--- src/hw/rtl/sahtok_pkg.sv ---
`timescale 1ns / 1ps
// ----------------------------------------------------------------------------
// sahtok_pkg
// Shared types, keyword tables and event codes of the security agreement
// header tokenizer.
// ----------------------------------------------------------------------------
package sahtok_pkg;

  // event kinds
  localparam logic [1:0] EV_MECH    = 2'd0;
  localparam logic [1:0] EV_PARAM   = 2'd1;
  localparam logic [1:0] EV_INVALID = 2'd2;
  localparam logic [1:0] EV_END     = 2'd3;

  // mechanism codes
  localparam logic [2:0] MECH_3GPP   = 3'd0;
  localparam logic [2:0] MECH_IKEMAN = 3'd3;
  localparam logic [2:0] MECH_OTHER  = 3'd4;

  // keyword indexes
  localparam int KW_IPSEC_MAN = 4;
  localparam int KW_Q         = 5;
  localparam int KW_ALG       = 6;
  localparam int KW_SPI_C     = 9;
  localparam int KW_SPI_S     = 10;
  localparam int KW_PORT_C    = 11;
  localparam int KW_PORT_S    = 12;
  localparam int KW_D_ALG     = 13;
  localparam int KW_D_VER     = 15;
  localparam logic [4:0] NO_KW = 5'd16;

  // param id of a keyword is its index minus this
  localparam int PID_OFFSET = 4;
  localparam logic [3:0] PID_EXTRA = 4'd0;
  localparam logic [3:0] PID_Q     = 4'd1;

  localparam int QDEPTH = 8;
  localparam int MAX_EVENTS = 3;

  // keyword text, first character in the highest used byte
  localparam logic [79:0] KW_TEXT [16] = '{
    "ipsec-3gpp", "tls", "digest", "ipsec-ike", "ipsec-man",
    "q", "alg", "mod", "ealg", "spi-c", "spi-s", "port-c", "port-s",
    "d-alg", "d-qop", "d-ver"
  };
  localparam logic [3:0] KW_LEN [16] = '{
    4'd10, 4'd3, 4'd6, 4'd9, 4'd9, 4'd1, 4'd3, 4'd3,
    4'd4, 4'd5, 4'd5, 4'd6, 4'd6, 4'd5, 4'd5, 4'd5
  };

  typedef struct packed {
    logic [1:0]  kind;
    logic [7:0]  entry;
    logic [2:0]  mech;
    logic [3:0]  pid;
    logic [9:0]  ts;
    logic [10:0] tl;
    logic [9:0]  vs;
    logic [10:0] vl;
    logic [31:0] num;
    logic        last;
  } event_t;

  // events caused by one byte
  typedef struct packed {
    logic [1:0]           cnt;
    event_t [MAX_EVENTS-1:0] ev;
  } push_t;

  // character i of keyword k equals b
  function automatic logic kw_char_ok(int k, logic [3:0] i, logic [7:0] b);
    int   sh;
    logic r;
    r = 1'b0;
    if (i < KW_LEN[k]) begin
      sh = (int'(KW_LEN[k]) - 1 - int'(i)) * 8;
      r = (KW_TEXT[k][sh +: 8] == b);
    end
    return r;
  endfunction

  function automatic event_t mk_ev(logic [1:0] kind, logic [7:0] entry, logic [2:0] mech,
                                   logic [3:0] pid, logic [9:0] ts, logic [10:0] tl,
                                   logic [9:0] vs, logic [10:0] vl, logic [31:0] num);
    event_t e;
    e.kind = kind; e.entry = entry; e.mech = mech; e.pid = pid;
    e.ts = ts; e.tl = tl; e.vs = vs; e.vl = vl; e.num = num; e.last = 1'b0;
    return e;
  endfunction

endpackage

--- src/hw/rtl/sahtok_in_if.sv ---
`timescale 1ns / 1ps
// ----------------------------------------------------------------------------
// sahtok_in_if
// Byte channel of the header tokenizer.
// ----------------------------------------------------------------------------
interface sahtok_in_if;
  logic       valid;
  logic       ready;
  logic [7:0] data_byte;
  logic       end_of_body;
  modport source (output valid, data_byte, end_of_body, input ready);
  modport sink (input valid, data_byte, end_of_body, output ready);
endinterface

--- src/hw/rtl/sahtok_out_if.sv ---
`timescale 1ns / 1ps
// ----------------------------------------------------------------------------
// sahtok_out_if
// Event channel of the header tokenizer.
// ----------------------------------------------------------------------------
interface sahtok_out_if;
  logic        valid;
  logic        ready;
  logic [1:0]  event_kind;
  logic [7:0]  entry_index;
  logic [2:0]  mechanism_code;
  logic [3:0]  param_id;
  logic [9:0]  token_start;
  logic [10:0] token_length;
  logic [9:0]  value_start;
  logic [10:0] value_length;
  logic [31:0] number_value;
  logic        last_result;
  modport source (output valid, event_kind, entry_index, mechanism_code, param_id,
                  token_start, token_length, value_start, value_length, number_value,
                  last_result, input ready);
  modport sink (input valid, event_kind, entry_index, mechanism_code, param_id,
                token_start, token_length, value_start, value_length, number_value,
                last_result, output ready);
endinterface

--- src/hw/rtl/sahtok_parser.sv ---
`timescale 1ns / 1ps
// ----------------------------------------------------------------------------
// sahtok_parser
// Per-byte parse state and event generation: tokenizer phases, incremental
// keyword match, number decoding and end-of-body finishing.
// ----------------------------------------------------------------------------
module sahtok_parser #(
  parameter int MAX_BODY_BYTES = 1024
) (
  input  logic               clk,
  input  logic               rst,
  input  logic               accept,
  input  logic [7:0]         data_byte,
  input  logic               end_of_body,
  output sahtok_pkg::push_t  push
);

  localparam int POS_W = $clog2(MAX_BODY_BYTES + 1);
  typedef logic [POS_W-1:0] pos_t;
  typedef logic [POS_W:0]   len_t;

  typedef enum logic [3:0] {
    PH_START, PH_MECH, PH_PNAME_START, PH_PNAME, PH_PVAL_START, PH_PVAL,
    PH_PVAL_Q, PH_PVAL_END, PH_INVALID
  } phase_t;

  typedef struct packed {
    logic [32:0] acc;
    logic [3:0]  ok;     // int ok, q ok, seen, gap
    logic        lead;
    logic [1:0]  digits;
    logic [1:0]  cnt;
    logic [9:0]  frac;
  } num_t;

  localparam num_t NUM_INIT = '{acc: '0, ok: 4'b0011, lead: 1'b0, digits: '0,
                                cnt: '0, frac: '0};

  function automatic logic is_ws(logic [7:0] b);
    return b == " " || b == 8'h09 || b == 8'h0D || b == 8'h0A;
  endfunction

  // keyword flags after one more name byte
  function automatic logic [15:0] tok_cmp(logic [15:0] fl, logic [7:0] b, len_t idx,
                                          logic gap);
    logic [15:0] r;
    r = gap ? 16'h0000 : fl;
    for (int k = 0; k < 16; k++) begin
      if (idx >= len_t'(sahtok_pkg::KW_LEN[k]) || !sahtok_pkg::kw_char_ok(k, idx[3:0], b))
        r[k] = 1'b0;
    end
    return r;
  endfunction

  // lowest matching keyword in a range
  function automatic logic [4:0] tok_match(logic [15:0] fl, int first, int count, len_t len);
    logic [4:0] r;
    r = sahtok_pkg::NO_KW;
    for (int k = 15; k >= 0; k--) begin
      if (k >= first && k < first + count && fl[k] &&
          len_t'(sahtok_pkg::KW_LEN[k]) == len)
        r = 5'(k);
    end
    return r;
  endfunction

  // number decoder step
  function automatic num_t num_feed(num_t s, logic [7:0] b);
    num_t        r;
    logic        dig;
    logic [3:0]  d;
    logic [36:0] prod;
    r = s;
    dig = (b >= "0") && (b <= "9");
    d = dig ? 4'(b - "0") : 4'd0;
    prod = '0;
    if (is_ws(b)) begin
      if (r.ok[2]) r.ok[3] = 1'b1;
    end else if (r.ok[3]) begin
      r.ok[1:0] = 2'b00;
    end else begin
      r.ok[2] = 1'b1;
      if (dig) begin
        prod = ({4'b0, r.acc} << 3) + ({4'b0, r.acc} << 1) + 37'(d);
        if (prod > 37'h0_FFFF_FFFF) begin
          r.acc = 33'h1_0000_0000;
          r.ok[0] = 1'b0;
        end else begin
          r.acc = prod[32:0];
        end
      end else begin
        r.ok[0] = 1'b0;
      end
      if (r.cnt == 2'd0) begin
        if (b == "0" || b == "1") r.lead = b[0];
        else r.ok[1] = 1'b0;
      end else if (r.cnt == 2'd1) begin
        if (b != ".") r.ok[1] = 1'b0;
      end else if (!dig || (r.lead && d != 4'd0) || r.digits == 2'd3) begin
        r.ok[1] = 1'b0;
      end else begin
        r.frac = 10'(r.frac * 10 + 10'(d));
        r.digits = r.digits + 2'd1;
      end
      if (r.cnt != 2'd2) r.cnt = r.cnt + 2'd1;
    end
    return r;
  endfunction

  function automatic logic [2:0] mech_code(logic [4:0] k);
    logic [2:0] r;
    if (k == sahtok_pkg::NO_KW) r = sahtok_pkg::MECH_OTHER;
    else if (k == 5'(sahtok_pkg::KW_IPSEC_MAN)) r = sahtok_pkg::MECH_IKEMAN;
    else r = k[2:0];
    return r;
  endfunction

  function automatic sahtok_pkg::event_t inv_ev(logic [7:0] entry, logic [2:0] mech);
    return sahtok_pkg::mk_ev(sahtok_pkg::EV_INVALID, entry, mech, '0, '0, '0, '0, '0, '0);
  endfunction

  // finished parameter, or invalid when its number fails
  function automatic sahtok_pkg::event_t fin_param(logic [2:0] mech, logic [4:0] k, num_t n,
                                                   logic [7:0] entry, pos_t ns, len_t nl,
                                                   pos_t vs, len_t vl);
    logic [3:0]  pid;
    logic [31:0] num;
    logic        ok;
    logic        int_ok;
    logic [9:0]  scale;
    sahtok_pkg::event_t e;
    pid = sahtok_pkg::PID_EXTRA;
    num = '0;
    ok = 1'b1;
    int_ok = (n.ok[0] && n.ok[2]);
    case (n.digits)
      2'd1:    scale = 10'd100;
      2'd2:    scale = 10'd10;
      2'd3:    scale = 10'd1;
      default: scale = 10'd0;
    endcase
    if (k == 5'(sahtok_pkg::KW_Q)) begin
      pid = sahtok_pkg::PID_Q;
      ok = n.ok[1] && n.ok[2];
      num = (n.lead ? 32'd1000 : 32'd0) + 32'(n.frac) * 32'(scale);
    end else if (mech == sahtok_pkg::MECH_3GPP && k >= 5'(sahtok_pkg::KW_ALG) &&
                 k <= 5'(sahtok_pkg::KW_PORT_S)) begin
      pid = 4'(k - 5'(sahtok_pkg::PID_OFFSET));
      if (k == 5'(sahtok_pkg::KW_SPI_C) || k == 5'(sahtok_pkg::KW_SPI_S)) begin
        ok = int_ok;
        num = n.acc[31:0];
      end else if (k >= 5'(sahtok_pkg::KW_PORT_C)) begin
        ok = int_ok && n.acc[31:0] >= 32'd1 && n.acc[31:0] <= 32'd65535;
        num = n.acc[31:0];
      end
    end else if (mech != sahtok_pkg::MECH_3GPP && k >= 5'(sahtok_pkg::KW_D_ALG) &&
                 k <= 5'(sahtok_pkg::KW_D_VER)) begin
      pid = 4'(k - 5'(sahtok_pkg::PID_OFFSET));
    end
    if (ok)
      e = sahtok_pkg::mk_ev(sahtok_pkg::EV_PARAM, entry, mech, pid, 10'(ns), 11'(nl),
                            10'(vs), 11'(vl), num);
    else
      e = inv_ev(entry, mech);
    return e;
  endfunction

  // state registers
  phase_t      phase, phase_next;
  pos_t        pos, pos_next;
  pos_t        span_start, span_start_next;
  pos_t        last_ns, last_ns_next;
  pos_t        name_start, name_start_next;
  len_t        name_len, name_len_next;
  pos_t        val_start, val_start_next;
  len_t        val_len, val_len_next;
  logic [15:0] flags, flags_next;
  logic [2:0]  mech, mech_next;
  logic [4:0]  param_kw, param_kw_next;
  num_t        num, num_next;
  logic        esc, esc_next;
  logic [7:0]  entry, entry_next;

  logic               ws, sep, do_sep, pv, fv;
  len_t               idx, mlen;
  logic               gap;
  logic [1:0]         n;
  sahtok_pkg::event_t pe, fe;

  // next state and events of one byte
  always_comb begin
    phase_next = phase; pos_next = pos; span_start_next = span_start;
    last_ns_next = last_ns; name_start_next = name_start; name_len_next = name_len;
    val_start_next = val_start; val_len_next = val_len; flags_next = flags;
    mech_next = mech; param_kw_next = param_kw; num_next = num; esc_next = esc;
    entry_next = entry;
    pv = 1'b0; fv = 1'b0; pe = '0; fe = '0; do_sep = 1'b0; mlen = '0;
    ws = is_ws(data_byte);
    sep = (data_byte == ",") || (data_byte == ";");
    idx = len_t'(pos) - len_t'(span_start);
    gap = (pos != span_start) && (len_t'(pos) != len_t'(last_ns) + len_t'(1));
    push = '0;
    n = '0;

    if (pos < pos_t'(MAX_BODY_BYTES)) begin
      pos_next = pos + pos_t'(1);
      case (phase)
        PH_START: begin
          if (!ws) begin
            if (sep) begin
              pv = 1'b1; pe = inv_ev(entry, mech); do_sep = 1'b1;
            end else begin
              span_start_next = pos; last_ns_next = pos;
              flags_next = tok_cmp(16'hFFFF, data_byte, '0, 1'b0);
              phase_next = PH_MECH;
            end
          end
        end
        PH_MECH: begin
          if (!ws) begin
            if (sep) begin
              mlen = len_t'(last_ns) - len_t'(span_start) + len_t'(1);
              mech_next = mech_code(tok_match(flags, 0, 5, mlen));
              pv = 1'b1;
              pe = sahtok_pkg::mk_ev(sahtok_pkg::EV_MECH, entry, mech_next, '0,
                                     10'(span_start), 11'(mlen), '0, '0, '0);
              do_sep = 1'b1;
            end else begin
              flags_next = tok_cmp(flags, data_byte, idx, gap);
              last_ns_next = pos;
            end
          end
        end
        PH_PNAME_START: begin
          if (!ws && data_byte != ";") begin
            if (data_byte == ",") begin
              do_sep = 1'b1;
            end else if (data_byte == "=") begin
              pv = 1'b1; pe = inv_ev(entry, mech); phase_next = PH_INVALID;
            end else begin
              span_start_next = pos; last_ns_next = pos;
              flags_next = tok_cmp(16'hFFFF, data_byte, '0, 1'b0);
              phase_next = PH_PNAME;
            end
          end
        end
        PH_PNAME: begin
          if (!ws) begin
            if (data_byte == "=") begin
              name_start_next = span_start;
              name_len_next = len_t'(last_ns) - len_t'(span_start) + len_t'(1);
              param_kw_next = tok_match(flags, 5, 11, name_len_next);
              num_next = NUM_INIT;
              phase_next = PH_PVAL_START;
            end else if (sep) begin
              pv = 1'b1; pe = inv_ev(entry, mech); do_sep = 1'b1;
            end else begin
              flags_next = tok_cmp(flags, data_byte, idx, gap);
              last_ns_next = pos;
            end
          end
        end
        PH_PVAL_START: begin
          if (!ws) begin
            if (sep) begin
              pv = 1'b1; pe = inv_ev(entry, mech); do_sep = 1'b1;
            end else if (data_byte == "\"") begin
              val_start_next = pos + pos_t'(1); esc_next = 1'b0; phase_next = PH_PVAL_Q;
            end else begin
              val_start_next = pos; last_ns_next = pos;
              num_next = num_feed(num, data_byte); phase_next = PH_PVAL;
            end
          end
        end
        PH_PVAL: begin
          if (sep) begin
            val_len_next = len_t'(last_ns) - len_t'(val_start) + len_t'(1);
            pv = 1'b1;
            pe = fin_param(mech, param_kw, num, entry, name_start, name_len, val_start,
                           val_len_next);
            do_sep = 1'b1;
          end else begin
            if (!ws) last_ns_next = pos;
            num_next = num_feed(num, data_byte);
          end
        end
        PH_PVAL_Q: begin
          if (esc) begin
            esc_next = 1'b0; num_next = num_feed(num, data_byte);
          end else if (data_byte == "\\") begin
            esc_next = 1'b1; num_next = num_feed(num, data_byte);
          end else if (data_byte == "\"") begin
            val_len_next = len_t'(pos) - len_t'(val_start);
            if (val_len_next == '0) begin
              pv = 1'b1; pe = inv_ev(entry, mech); phase_next = PH_INVALID;
            end else begin
              phase_next = PH_PVAL_END;
            end
          end else begin
            num_next = num_feed(num, data_byte);
          end
        end
        PH_PVAL_END: begin
          if (!ws) begin
            if (sep) begin
              pv = 1'b1;
              pe = fin_param(mech, param_kw, num, entry, name_start, name_len, val_start,
                             val_len);
              do_sep = 1'b1;
            end else begin
              pv = 1'b1; pe = inv_ev(entry, mech); phase_next = PH_INVALID;
            end
          end
        end
        default: begin
          if (sep) do_sep = 1'b1;
        end
      endcase

      // separator: next entry or next parameter
      if (do_sep) begin
        if (data_byte == ",") begin
          phase_next = PH_START;
          if (entry != 8'd255) entry_next = entry + 8'd1;
          mech_next = sahtok_pkg::MECH_OTHER;
        end else begin
          phase_next = PH_PNAME_START;
        end
      end
    end

    // end of body: finish the open item, then the end mark
    if (end_of_body) begin
      case (phase_next)
        PH_MECH: begin
          mlen = len_t'(last_ns_next) - len_t'(span_start_next) + len_t'(1);
          fv = 1'b1;
          fe = sahtok_pkg::mk_ev(sahtok_pkg::EV_MECH, entry_next,
                                 mech_code(tok_match(flags_next, 0, 5, mlen)), '0,
                                 10'(span_start_next), 11'(mlen), '0, '0, '0);
        end
        PH_PNAME, PH_PVAL_START, PH_PVAL_Q: begin
          fv = 1'b1; fe = inv_ev(entry_next, mech_next);
        end
        PH_PVAL: begin
          fv = 1'b1;
          fe = fin_param(mech_next, param_kw_next, num_next, entry_next, name_start_next,
                         name_len_next, val_start_next,
                         len_t'(last_ns_next) - len_t'(val_start_next) + len_t'(1));
        end
        PH_PVAL_END: begin
          fv = 1'b1;
          fe = fin_param(mech_next, param_kw_next, num_next, entry_next, name_start_next,
                         name_len_next, val_start_next, val_len_next);
        end
        default: fv = 1'b0;
      endcase
    end

    // pack events in order
    if (pv) begin
      push.ev[n] = pe; n = n + 2'd1;
    end
    if (fv) begin
      push.ev[n] = fe; n = n + 2'd1;
    end
    if (end_of_body) begin
      push.ev[n] = sahtok_pkg::mk_ev(sahtok_pkg::EV_END, entry_next, '0, '0, '0, '0, '0,
                                     '0, '0);
      n = n + 2'd1;
    end
    if (n != 2'd0) push.ev[n - 2'd1].last = 1'b1;
    push.cnt = n;
  end

  // state update
  always_ff @(posedge clk) begin
    if (rst || (accept && end_of_body)) begin
      phase <= PH_START; pos <= '0; span_start <= '0; last_ns <= '0;
      name_start <= '0; name_len <= '0; val_start <= '0; val_len <= '0;
      flags <= 16'hFFFF; mech <= sahtok_pkg::MECH_OTHER; param_kw <= sahtok_pkg::NO_KW;
      num <= '0; esc <= 1'b0; entry <= '0;
    end else if (accept) begin
      phase <= phase_next; pos <= pos_next; span_start <= span_start_next;
      last_ns <= last_ns_next; name_start <= name_start_next; name_len <= name_len_next;
      val_start <= val_start_next; val_len <= val_len_next; flags <= flags_next;
      mech <= mech_next; param_kw <= param_kw_next; num <= num_next; esc <= esc_next;
      entry <= entry_next;
    end
  end

endmodule

--- src/hw/rtl/sahtok_evq.sv ---
`timescale 1ns / 1ps
// ----------------------------------------------------------------------------
// sahtok_evq
// Event queue: takes up to three events per byte, hands them out one per
// cycle while out_ready allows, through a registered output stage.
// ----------------------------------------------------------------------------
module sahtok_evq (
  input  logic                clk,
  input  logic                rst,
  input  logic                push_en,
  input  sahtok_pkg::push_t   push,
  output logic                room,
  output logic                out_valid,
  input  logic                out_ready,
  output sahtok_pkg::event_t  out_ev
);

  localparam int IDX_W = $clog2(sahtok_pkg::QDEPTH);

  sahtok_pkg::event_t mem [sahtok_pkg::QDEPTH];
  logic [IDX_W-1:0] wp, rp;
  logic [IDX_W:0]   count;
  logic             pop;
  logic [1:0]       pushn;

  assign room  = (count <= (IDX_W + 1)'(sahtok_pkg::QDEPTH - sahtok_pkg::MAX_EVENTS));
  assign pop   = (count != '0) && (!out_valid || out_ready);
  assign pushn = push_en ? push.cnt : 2'd0;

  // storage writes
  always_ff @(posedge clk) begin
    for (int i = 0; i < sahtok_pkg::MAX_EVENTS; i++) begin
      if (2'(i) < pushn) mem[wp + IDX_W'(i)] <= push.ev[i];
    end
    if (pop) out_ev <= mem[rp];
  end

  // pointers and output valid
  always_ff @(posedge clk) begin
    if (rst) begin
      wp <= '0; rp <= '0; count <= '0; out_valid <= 1'b0;
    end else begin
      wp <= wp + IDX_W'(pushn);
      if (pop) begin
        rp <= rp + IDX_W'(1);
        out_valid <= 1'b1;
      end else if (out_ready) begin
        out_valid <= 1'b0;
      end
      count <= count + (IDX_W + 1)'(pushn) - (IDX_W + 1)'(pop);
    end
  end

endmodule

--- src/hw/rtl/sec_agree_header_tokenizer.sv ---
`timescale 1ns / 1ps
// ----------------------------------------------------------------------------
// sec_agree_header_tokenizer
// Splits a security agreement header body into mechanism and parameter
// events, one body byte per request.
// ----------------------------------------------------------------------------
// channel   dir  payload
// byte_ch   in   data_byte, end_of_body
// event_ch  out  event_kind .. number_value, last_result
//
// A byte is taken every cycle while the event queue has room for three events.
// Its events enter the queue at the accepting edge; the first reaches event_ch
// via the output register; they leave one per cycle while event_ch is ready,
// so bytes with several events lower the sustained rate to one event a cycle.
// Reset is synchronous; it clears parse state and empties the queue.
// A stalled event channel fills the queue and then holds byte_ch.ready low.
// ----------------------------------------------------------------------------
module sec_agree_header_tokenizer #(
  parameter int MAX_BODY_BYTES = 1024
) (
  input logic          clk,
  input logic          rst,
  sahtok_in_if.sink    byte_ch,
  sahtok_out_if.source event_ch
);

  logic               accept;
  logic               room;
  sahtok_pkg::push_t  push;
  sahtok_pkg::event_t ev;

  assign byte_ch.ready = room;
  assign accept        = byte_ch.valid && room;

  // byte parser
  sahtok_parser #(.MAX_BODY_BYTES(MAX_BODY_BYTES)) u_parser (
    .clk         (clk),
    .rst         (rst),
    .accept      (accept),
    .data_byte   (byte_ch.data_byte),
    .end_of_body (byte_ch.end_of_body),
    .push        (push)
  );

  // event queue
  sahtok_evq u_evq (
    .clk       (clk),
    .rst       (rst),
    .push_en   (accept),
    .push      (push),
    .room      (room),
    .out_valid (event_ch.valid),
    .out_ready (event_ch.ready),
    .out_ev    (ev)
  );

  assign event_ch.event_kind     = ev.kind;
  assign event_ch.entry_index    = ev.entry;
  assign event_ch.mechanism_code = ev.mech;
  assign event_ch.param_id       = ev.pid;
  assign event_ch.token_start    = ev.ts;
  assign event_ch.token_length   = ev.tl;
  assign event_ch.value_start    = ev.vs;
  assign event_ch.value_length   = ev.vl;
  assign event_ch.number_value   = ev.num;
  assign event_ch.last_result    = ev.last;

`ifndef SYNTHESIS
  // an accepted final byte always yields at least its end event
  a_end_event: assert property (@(posedge clk) disable iff (rst)
    accept && byte_ch.end_of_body |-> push.cnt != 2'd0)
    else $error("final byte produced no events");

  // the end event closes the events of its byte
  a_end_last: assert property (@(posedge clk) disable iff (rst)
    event_ch.valid && event_ch.event_kind == sahtok_pkg::EV_END |-> event_ch.last_result)
    else $error("end event without last mark");

  // nothing is offered right after reset
  a_reset_idle: assert property (@(posedge clk) $past(rst) |-> !event_ch.valid)
    else $error("event offered after reset");
`endif

endmodule
--- src/flat_wrapper.sv ---
// flat-port wrapper written by rule: the top's interface ports become plain ports
module sec_agree_header_tokenizer_flat 
#(
  parameter int MAX_BODY_BYTES = 1024
)
  (clk, rst, byte_ch_valid, byte_ch_data_byte, byte_ch_end_of_body, byte_ch_ready, event_ch_valid, event_ch_event_kind, event_ch_entry_index, event_ch_mechanism_code, event_ch_param_id, event_ch_token_start, event_ch_token_length, event_ch_value_start, event_ch_value_length, event_ch_number_value, event_ch_last_result, event_ch_ready);
  sahtok_in_if byte_ch_i ();
  sahtok_out_if event_ch_i ();
  input logic clk;
  input logic rst;
  input wire logic [$bits(byte_ch_i.valid)-1:0] byte_ch_valid;
  input wire logic [$bits(byte_ch_i.data_byte)-1:0] byte_ch_data_byte;
  input wire logic [$bits(byte_ch_i.end_of_body)-1:0] byte_ch_end_of_body;
  output wire logic [$bits(byte_ch_i.ready)-1:0] byte_ch_ready;
  output wire logic [$bits(event_ch_i.valid)-1:0] event_ch_valid;
  output wire logic [$bits(event_ch_i.event_kind)-1:0] event_ch_event_kind;
  output wire logic [$bits(event_ch_i.entry_index)-1:0] event_ch_entry_index;
  output wire logic [$bits(event_ch_i.mechanism_code)-1:0] event_ch_mechanism_code;
  output wire logic [$bits(event_ch_i.param_id)-1:0] event_ch_param_id;
  output wire logic [$bits(event_ch_i.token_start)-1:0] event_ch_token_start;
  output wire logic [$bits(event_ch_i.token_length)-1:0] event_ch_token_length;
  output wire logic [$bits(event_ch_i.value_start)-1:0] event_ch_value_start;
  output wire logic [$bits(event_ch_i.value_length)-1:0] event_ch_value_length;
  output wire logic [$bits(event_ch_i.number_value)-1:0] event_ch_number_value;
  output wire logic [$bits(event_ch_i.last_result)-1:0] event_ch_last_result;
  input wire logic [$bits(event_ch_i.ready)-1:0] event_ch_ready;
  assign byte_ch_i.valid = byte_ch_valid;
  assign byte_ch_i.data_byte = byte_ch_data_byte;
  assign byte_ch_i.end_of_body = byte_ch_end_of_body;
  assign byte_ch_ready = byte_ch_i.ready;
  assign event_ch_valid = event_ch_i.valid;
  assign event_ch_event_kind = event_ch_i.event_kind;
  assign event_ch_entry_index = event_ch_i.entry_index;
  assign event_ch_mechanism_code = event_ch_i.mechanism_code;
  assign event_ch_param_id = event_ch_i.param_id;
  assign event_ch_token_start = event_ch_i.token_start;
  assign event_ch_token_length = event_ch_i.token_length;
  assign event_ch_value_start = event_ch_i.value_start;
  assign event_ch_value_length = event_ch_i.value_length;
  assign event_ch_number_value = event_ch_i.number_value;
  assign event_ch_last_result = event_ch_i.last_result;
  assign event_ch_i.ready = event_ch_ready;
  sec_agree_header_tokenizer #(.MAX_BODY_BYTES(MAX_BODY_BYTES)) u_core (.clk(clk), .rst(rst), .byte_ch(byte_ch_i), .event_ch(event_ch_i));
endmodule
--- config.mk ---
export PLATFORM = sky130hd
export DESIGN_NAME = sec_agree_header_tokenizer_flat
export DESIGN_NICKNAME = d
export VERILOG_FILES = /design/src/hw/rtl/sahtok_pkg.sv /design/src/hw/rtl/sahtok_in_if.sv /design/src/hw/rtl/sahtok_out_if.sv /design/src/hw/rtl/sahtok_parser.sv /design/src/hw/rtl/sahtok_evq.sv /design/src/hw/rtl/sec_agree_header_tokenizer.sv /design/src/flat_wrapper.sv
export SDC_FILE = /design/constraint.sdc
export NUM_CORES = 2
export LEC_CHECK = 0
export BUFFER_PORTS_ARGS = -buffer_cell sky130_fd_sc_hd__buf_2
export CAP_MARGIN = 15
export CORE_MARGIN = 3
export CORE_UTILIZATION = 65
export DETAILED_ROUTE_END_ITERATION = 7
export PLACE_DENSITY_LB_ADDON = 0.25
export RECOVER_POWER = 50
export SKIP_CTS_REPAIR_TIMING = 1
export SLEW_MARGIN = 20
export SYNTH_ARGS = -nofsm -noshare
export SYNTH_HDL_FRONTEND = slang
export SYNTH_SLANG_ARGS = --single-unit
--- constraint.sdc ---
create_clock -name clk -period 32.8 [get_ports clk]
set_input_delay 1.64 -clock clk [delete_from_list [all_inputs] [get_ports clk]]
set_output_delay 1.64 -clock clk [all_outputs]
set_load 0.01 [all_outputs]
Word level (Yosys, flattened, before mapping)
Memory sizes are Yosys's and may differ from the RTL's. A register that Yosys moved wholly into a read port is not among the register bits. Index checks and enable logic that the tools add are counted.

Bits in registers: 176. RAM bits: 736. Output and inout bits: 94. Memories kept: 1.

Memory list: u_core.u_evq.mem (depth 8, bits a word 92, read ports 1, clocked after memory_dff 1, write ports 2, line sahtok_evq.sv:20) `sahtok_pkg::event_t mem [sahtok_pkg::QDEPTH];`.

Add/subtract/negate cells: 41. Multiply operators: 5. Magnitude comparators: 42. Equality and inequality tests: 100. Shift-type cells: 16. Multiplexer cells: 557. Bitwise logic cells: 1. Reductions and logical operators: 152.

Operators by type and width (count): 92-bit two-way mux (24); 80-bit by 8-bit variable part select with 8-bit output (first input constant) (16); 276-bit bitwise mux (3); 276-bit two-way mux (3); 92-bit case mux with 7 select lines (1); 92-bit demux with 2-bit select (3); 52-bit two-way mux (9); 92-bit case mux with 4 select lines (1); 11-bit two-way mux (33); 1-bit two-way mux (339); 32-bit two-way mux (10); 52-bit case mux with 4 select lines (1); 10-bit two-way mux (19); 90-bit two-way mux (2); 16-bit two-way mux (11); 5-bit two-way mux (32); 33-bit two-way mux (4); 8-bit == test (16); 4-bit two-way mux (24); 92-bit OR reduction (1); 10-bit by 10-bit multiplier with 20-bit output (4); 7-bit by 8-bit == test with 1-bit output (first input constant) (9); 32-bit by 20-bit adder with 32-bit output (2); 32-bit by 1-bit greater-or-equal comparator with 1-bit output (second input constant) (2); other kinds (100) (345).

Depth between registers and ports, before layout
Depth in word-level cells: 39. Gate-level depth with buffers: 38. Depth with buffers taken out: 35.

Hierarchy
A second synthesis with hierarchy kept.

Cell total of the unflattened synthesis: 8503. Area, all modules: 73991.0 µm².

By module, submodules not included: sahtok_evq (instances 1, cells an instance 4824, area each 46951.3 µm²); sahtok_parser (instances 1, cells an instance 3678, area each 27033.4 µm²); sec_agree_header_tokenizer (instances 1, cells an instance 1, area each 6.3 µm²).

Worst setup path after synthesis
Ideal clock, no wire load.

Path kind: input port to flip-flop. Start: in byte_ch_data_byte[2]. End: mem u_core.u_evq.mem[7][0] (netlist name) (enable). Arrival time: 11.732 ns. Data required time: 32.130 ns. Setup slack: 20.398 ns. Stages on the path: 16. Cells stage by stage: clkbuf_1 -> and4b_1 -> o211ai_1 -> o22ai_1 -> nand2b_1 -> a21oi_1 -> or3_1 -> o31ai_1 -> inv_1 -> ha_1 -> nand2b_1 -> a21o_1 -> nor2_1 -> xnor2_1 -> nand2_1 -> o21ai_0.

RTL lines: start, declared (line flat_wrapper.sv:12) `input wire logic [$bits(byte_ch_i.data_byte)-1:0] byte_ch_data_byte;`; end, declared (line sahtok_evq.sv:20).

==> flow_metrics.py <==
metrics = {
    "cts": {
        "cts_root_buf": "clkbuf_16",
        "cts_buffers": 98,
        "h-tree-depth": 3,
        "cts_sinks": 1004,
        "clk_pin_slew_ps": 60,
        "cts_buffer_depth": 3,
        "cts_tree": "done",
        "insertion_delay_ps": 700,
    },
    "sta": {
        "finClkSkew_ps": 52.94,
        "fmax_ghz": 0.08290,
        "timing.hold.ws_ps": 475.0,
        "finalSetupTns_ps": 0,
        "slew_viol_final": 1504,
        "setup_viol": 0,
        "rsz0062_at_grt": "no",
        "hold_violations": 0,
        "worstMarginPinSlew_ps": 4464,
        "period_share": 0.3678,
        "layout_min_cycle_time_ps": 12060,
        "slew-limit-headroom": -2.007,
        "fin_ws_ps": 20740,
    },
    "worst_setup_path": {
        "crit_arrival_ps": 12370,
        "slowest_stage": "o21ai_0",
        "max_stage_delay_ps": 2750,
        "cpMostUsedCell": "nand2b_1",
        "cp_max_fo": 53,
        "cp_cell_sequence": "clkbuf_1 > and4b_1 > o211ai_1 > nand2b_1 > a311oi_1 > o2111ai_1 > o221a_2 > o311a_1 > ha_1 > nand2b_1 > a21o_1 > nor2_1 > xnor2_1 > nand2b_1 > o21ai_0 > clkbuf_1 > buf_4",
        "crit_type": "in -> reg",
        "required_ps": 33110,
        "end_kind": "flop",
        "start_kind": "input port",
    },
    "routing": {
        "wl_met1_um": 68810,
        "ant_nets": 0,
        "drt_iter0_drc": 7558,
        "drc": 0,
        "routed.top_layer": "met5",
        "first_pass_iters": 7,
        "wl_met3_um": 25350,
        "via_per_inst": 6.967,
        "wl_met2_um": 85170,
        "wl_per_cell_um": 26.84,
        "drt-total-wl_um": 188800,
        "via_count": 49010,
    },
    "synth": {
        "ys_seq_area_frac": 0.4668,
        "syn_avg_cell_area_um2": 10.59,
        "syn-instance-count": 5743,
        "synth_area_leader_cell": "edfxtp_1",
        "synth_top_area_frac": 0.4089,
        "async_flop_share": 0,
        "syn_area_um2": 60810,
        "syn_nets": 6179,
        "synthTopCellsByArea": "edfxtp_1, ha_1, mux4_2",
        "ys.flop_type": "edfxtp_1",
        "synth_edf_count": 828,
        "ys_warn_count": 0,
        "synth.distinct_cells": 97,
        "ys_ff_latch": 1004,
    },
    "layout": {
        "final_nets": 6144,
        "final_cell_mix": "nor2_1, edfxtp_1, nand2_1",
        "syn2layout_area_growth_pct": 7.909,
        "layout.cells.most_common": "nor2_1",
        "layout-drive-gt1-share": 0.09687,
        "fillCellCount": 6515,
        "instances_no_fill": 7035,
    },
    "floorplanning": {
        "die_h_um": 311.9,
        "rows": 111,
        "num_io_pins": 107,
        "start_util": 0.6594,
        "dieWidth_um": 311.9,
        "core-area_um2": 92220,
        "dieArea_um2": 97260,
    },
    "power": {
        "p_leak_nw": 24.83,
        "powerDensity_nw_per_um2": 71.72,
        "design_power_total_mw": 4.707,
        "ir_worst_vdd_mv": 0.07332,
    },
    "global_routing": {
        "antenna_found_initial": 3,
        "grtUsageTotal": 0.3814,
        "grt_max_degree": 82,
        "overflow": 0,
        "grt_pass1_vias": 47090,
        "grt_pass1_wl_um": 284900,
    },
    "place": {
        "portBuffers": 106,
        "place_hpwl_um": 122100,
        "dp_cells": 6841,
        "gp_congestion": 0.9604,
        "dp_slack_ps": 21890,
    },
    "status": {
        "violations": "capacitance limit, slew limit",
        "outcome": "complete, but fails checks",
    },
    "job": {
        "cap_violations": 40,
    },
    "worst_hold_path": {
        "min_path_type": "reg -> reg",
    },
}
[sequential cells by signal (all words and copies together) (netlist names)]
register	count
u_core.u_evq.count	4
u_core.u_evq.mem	736
u_core.u_evq.out_ev	92
u_core.u_evq.out_valid	1
u_core.u_evq.rp	3
u_core.u_evq.wp	3
u_core.u_parser.entry	8
u_core.u_parser.esc	1
u_core.u_parser.flags	16
u_core.u_parser.last_ns	11
u_core.u_parser.mech	3
u_core.u_parser.name_len	11
u_core.u_parser.name_start	10
u_core.u_parser.num	52
u_core.u_parser.param_kw	5
u_core.u_parser.phase	4
u_core.u_parser.pos	11
u_core.u_parser.span_start	11
u_core.u_parser.val_len	11
u_core.u_parser.val_start	11
[cell usage after synthesis, types with 26 or more instances]
| cell type | n |
|---|---|
| dfxtp_1 | 176 |
| a31oi_1 | 37 |
| clkbuf_1 | 306 |
| ha_1 | 342 |
| mux4_2 | 184 |
| mux2_2 | 101 |
| fa_1 | 81 |
| nor4_1 | 30 |
| edfxtp_1 | 828 |
| a21oi_1 | 353 |
| o22ai_1 | 143 |
| nor3_1 | 106 |
| nand2_1 | 398 |
| mux2i_1 | 35 |
| and3_1 | 27 |
| a22oi_1 | 116 |
| xnor2_1 | 123 |
| nand3_1 | 79 |
| inv_1 | 289 |
| xor2_1 | 64 |
| and2_1 | 65 |
| nor2_1 | 978 |
| a21o_1 | 39 |
| nand4_1 | 34 |
| nand2b_1 | 30 |
| nor2b_1 | 40 |
| o21ai_0 | 216 |
| o21a_1 | 26 |
| buf_1 | 32 |
| a211oi_1 | 70 |
[final timing paths]
kind | startpoint | endpoint | slack, ps | cells after the start
worst max register to register | u_core.u_parser.pos[0] | u_core.u_evq.mem[2][71] | 21860 | 21
worst max-delay path | byte_ch_data_byte[2] | u_core.u_evq.mem[2][71] | 20740 | 17
worst min register to register | u_core.u_parser.name_start[5] | u_core.u_parser.name_start[5] | 480 | 2
worst min-delay path | u_core.u_parser.name_start[5] | u_core.u_parser.name_start[5] | 480 | 2
[final cells by class]
| cell class | count | area (um2) | area share |
|---|---|---|---|
| multi-input cells | 4099 | 30150 | 0.4594 |
| flip-flops and latches | 1004 | 28390 | 0.4327 |
| clock buffers | 117 | 2554 | 0.03892 |
| well taps | 1243 | 1555 | 0.02370 |
| repair buffers | 215 | 1091 | 0.01663 |
| inverters | 290 | 1089 | 0.01659 |
| clock inverters | 66 | 790.8 | 0.01205 |
| diodes | 1 | 2.502 | 0.00003813 |
[logic make-up (layout without fill, tap and decap cells)]
kind of cell             count (synthesis)  in the layout  synth area share
XOR/XNOR                               189            189           0.02769
AO/OA/AOI/OAI                         1274           1274            0.1390
buffers and inverters                  640            688           0.03983
AND/OR/NAND/NOR                       1891           1891            0.1367
adder cells (fa/ha/maj)                425            425           0.09736
flip-flops                            1004           1004            0.4668
multiplexers                           320            320           0.09261
other                                    0              1                 0
[where the power goes]
| part | switching (mW) | leakage (nW) | internal, mW |
|---|---|---|---|
| clock | 0.516 | 1.62 | 0.666 |
| sequential | 0.115 | 9.36 | 1.62 |
| combinational | 1.10 | 13.8 | 0.690 |
[stage by stage]
stage	utilization	cell area, um2
after detailed placement	0.6785	62570
final	0.7116	65620
after global routing	0.7115	65620
after global placement	0.6784	62560
after CTS	0.7148	65920
after floorplan	-	60810
[worst max-delay path, delay by kind of cell]
family	cells	cell delay, ps
AO/OA/AOI/OAI	7	5240
XOR/XNOR	1	180
adder cells (fa/ha/maj)	1	410
buffers and inverters	3	3260
AND/OR/NAND/NOR	5	1530
[per-layer routing]
layer	vias to the layer above	track usage
li1	21120	-
met1	23440	0.5196
met2	3792	0.5890
met3	655	0.09231
met4	4	0.1638
met5	-	0
Note: power is estimated with default switching activity, not from simulation.
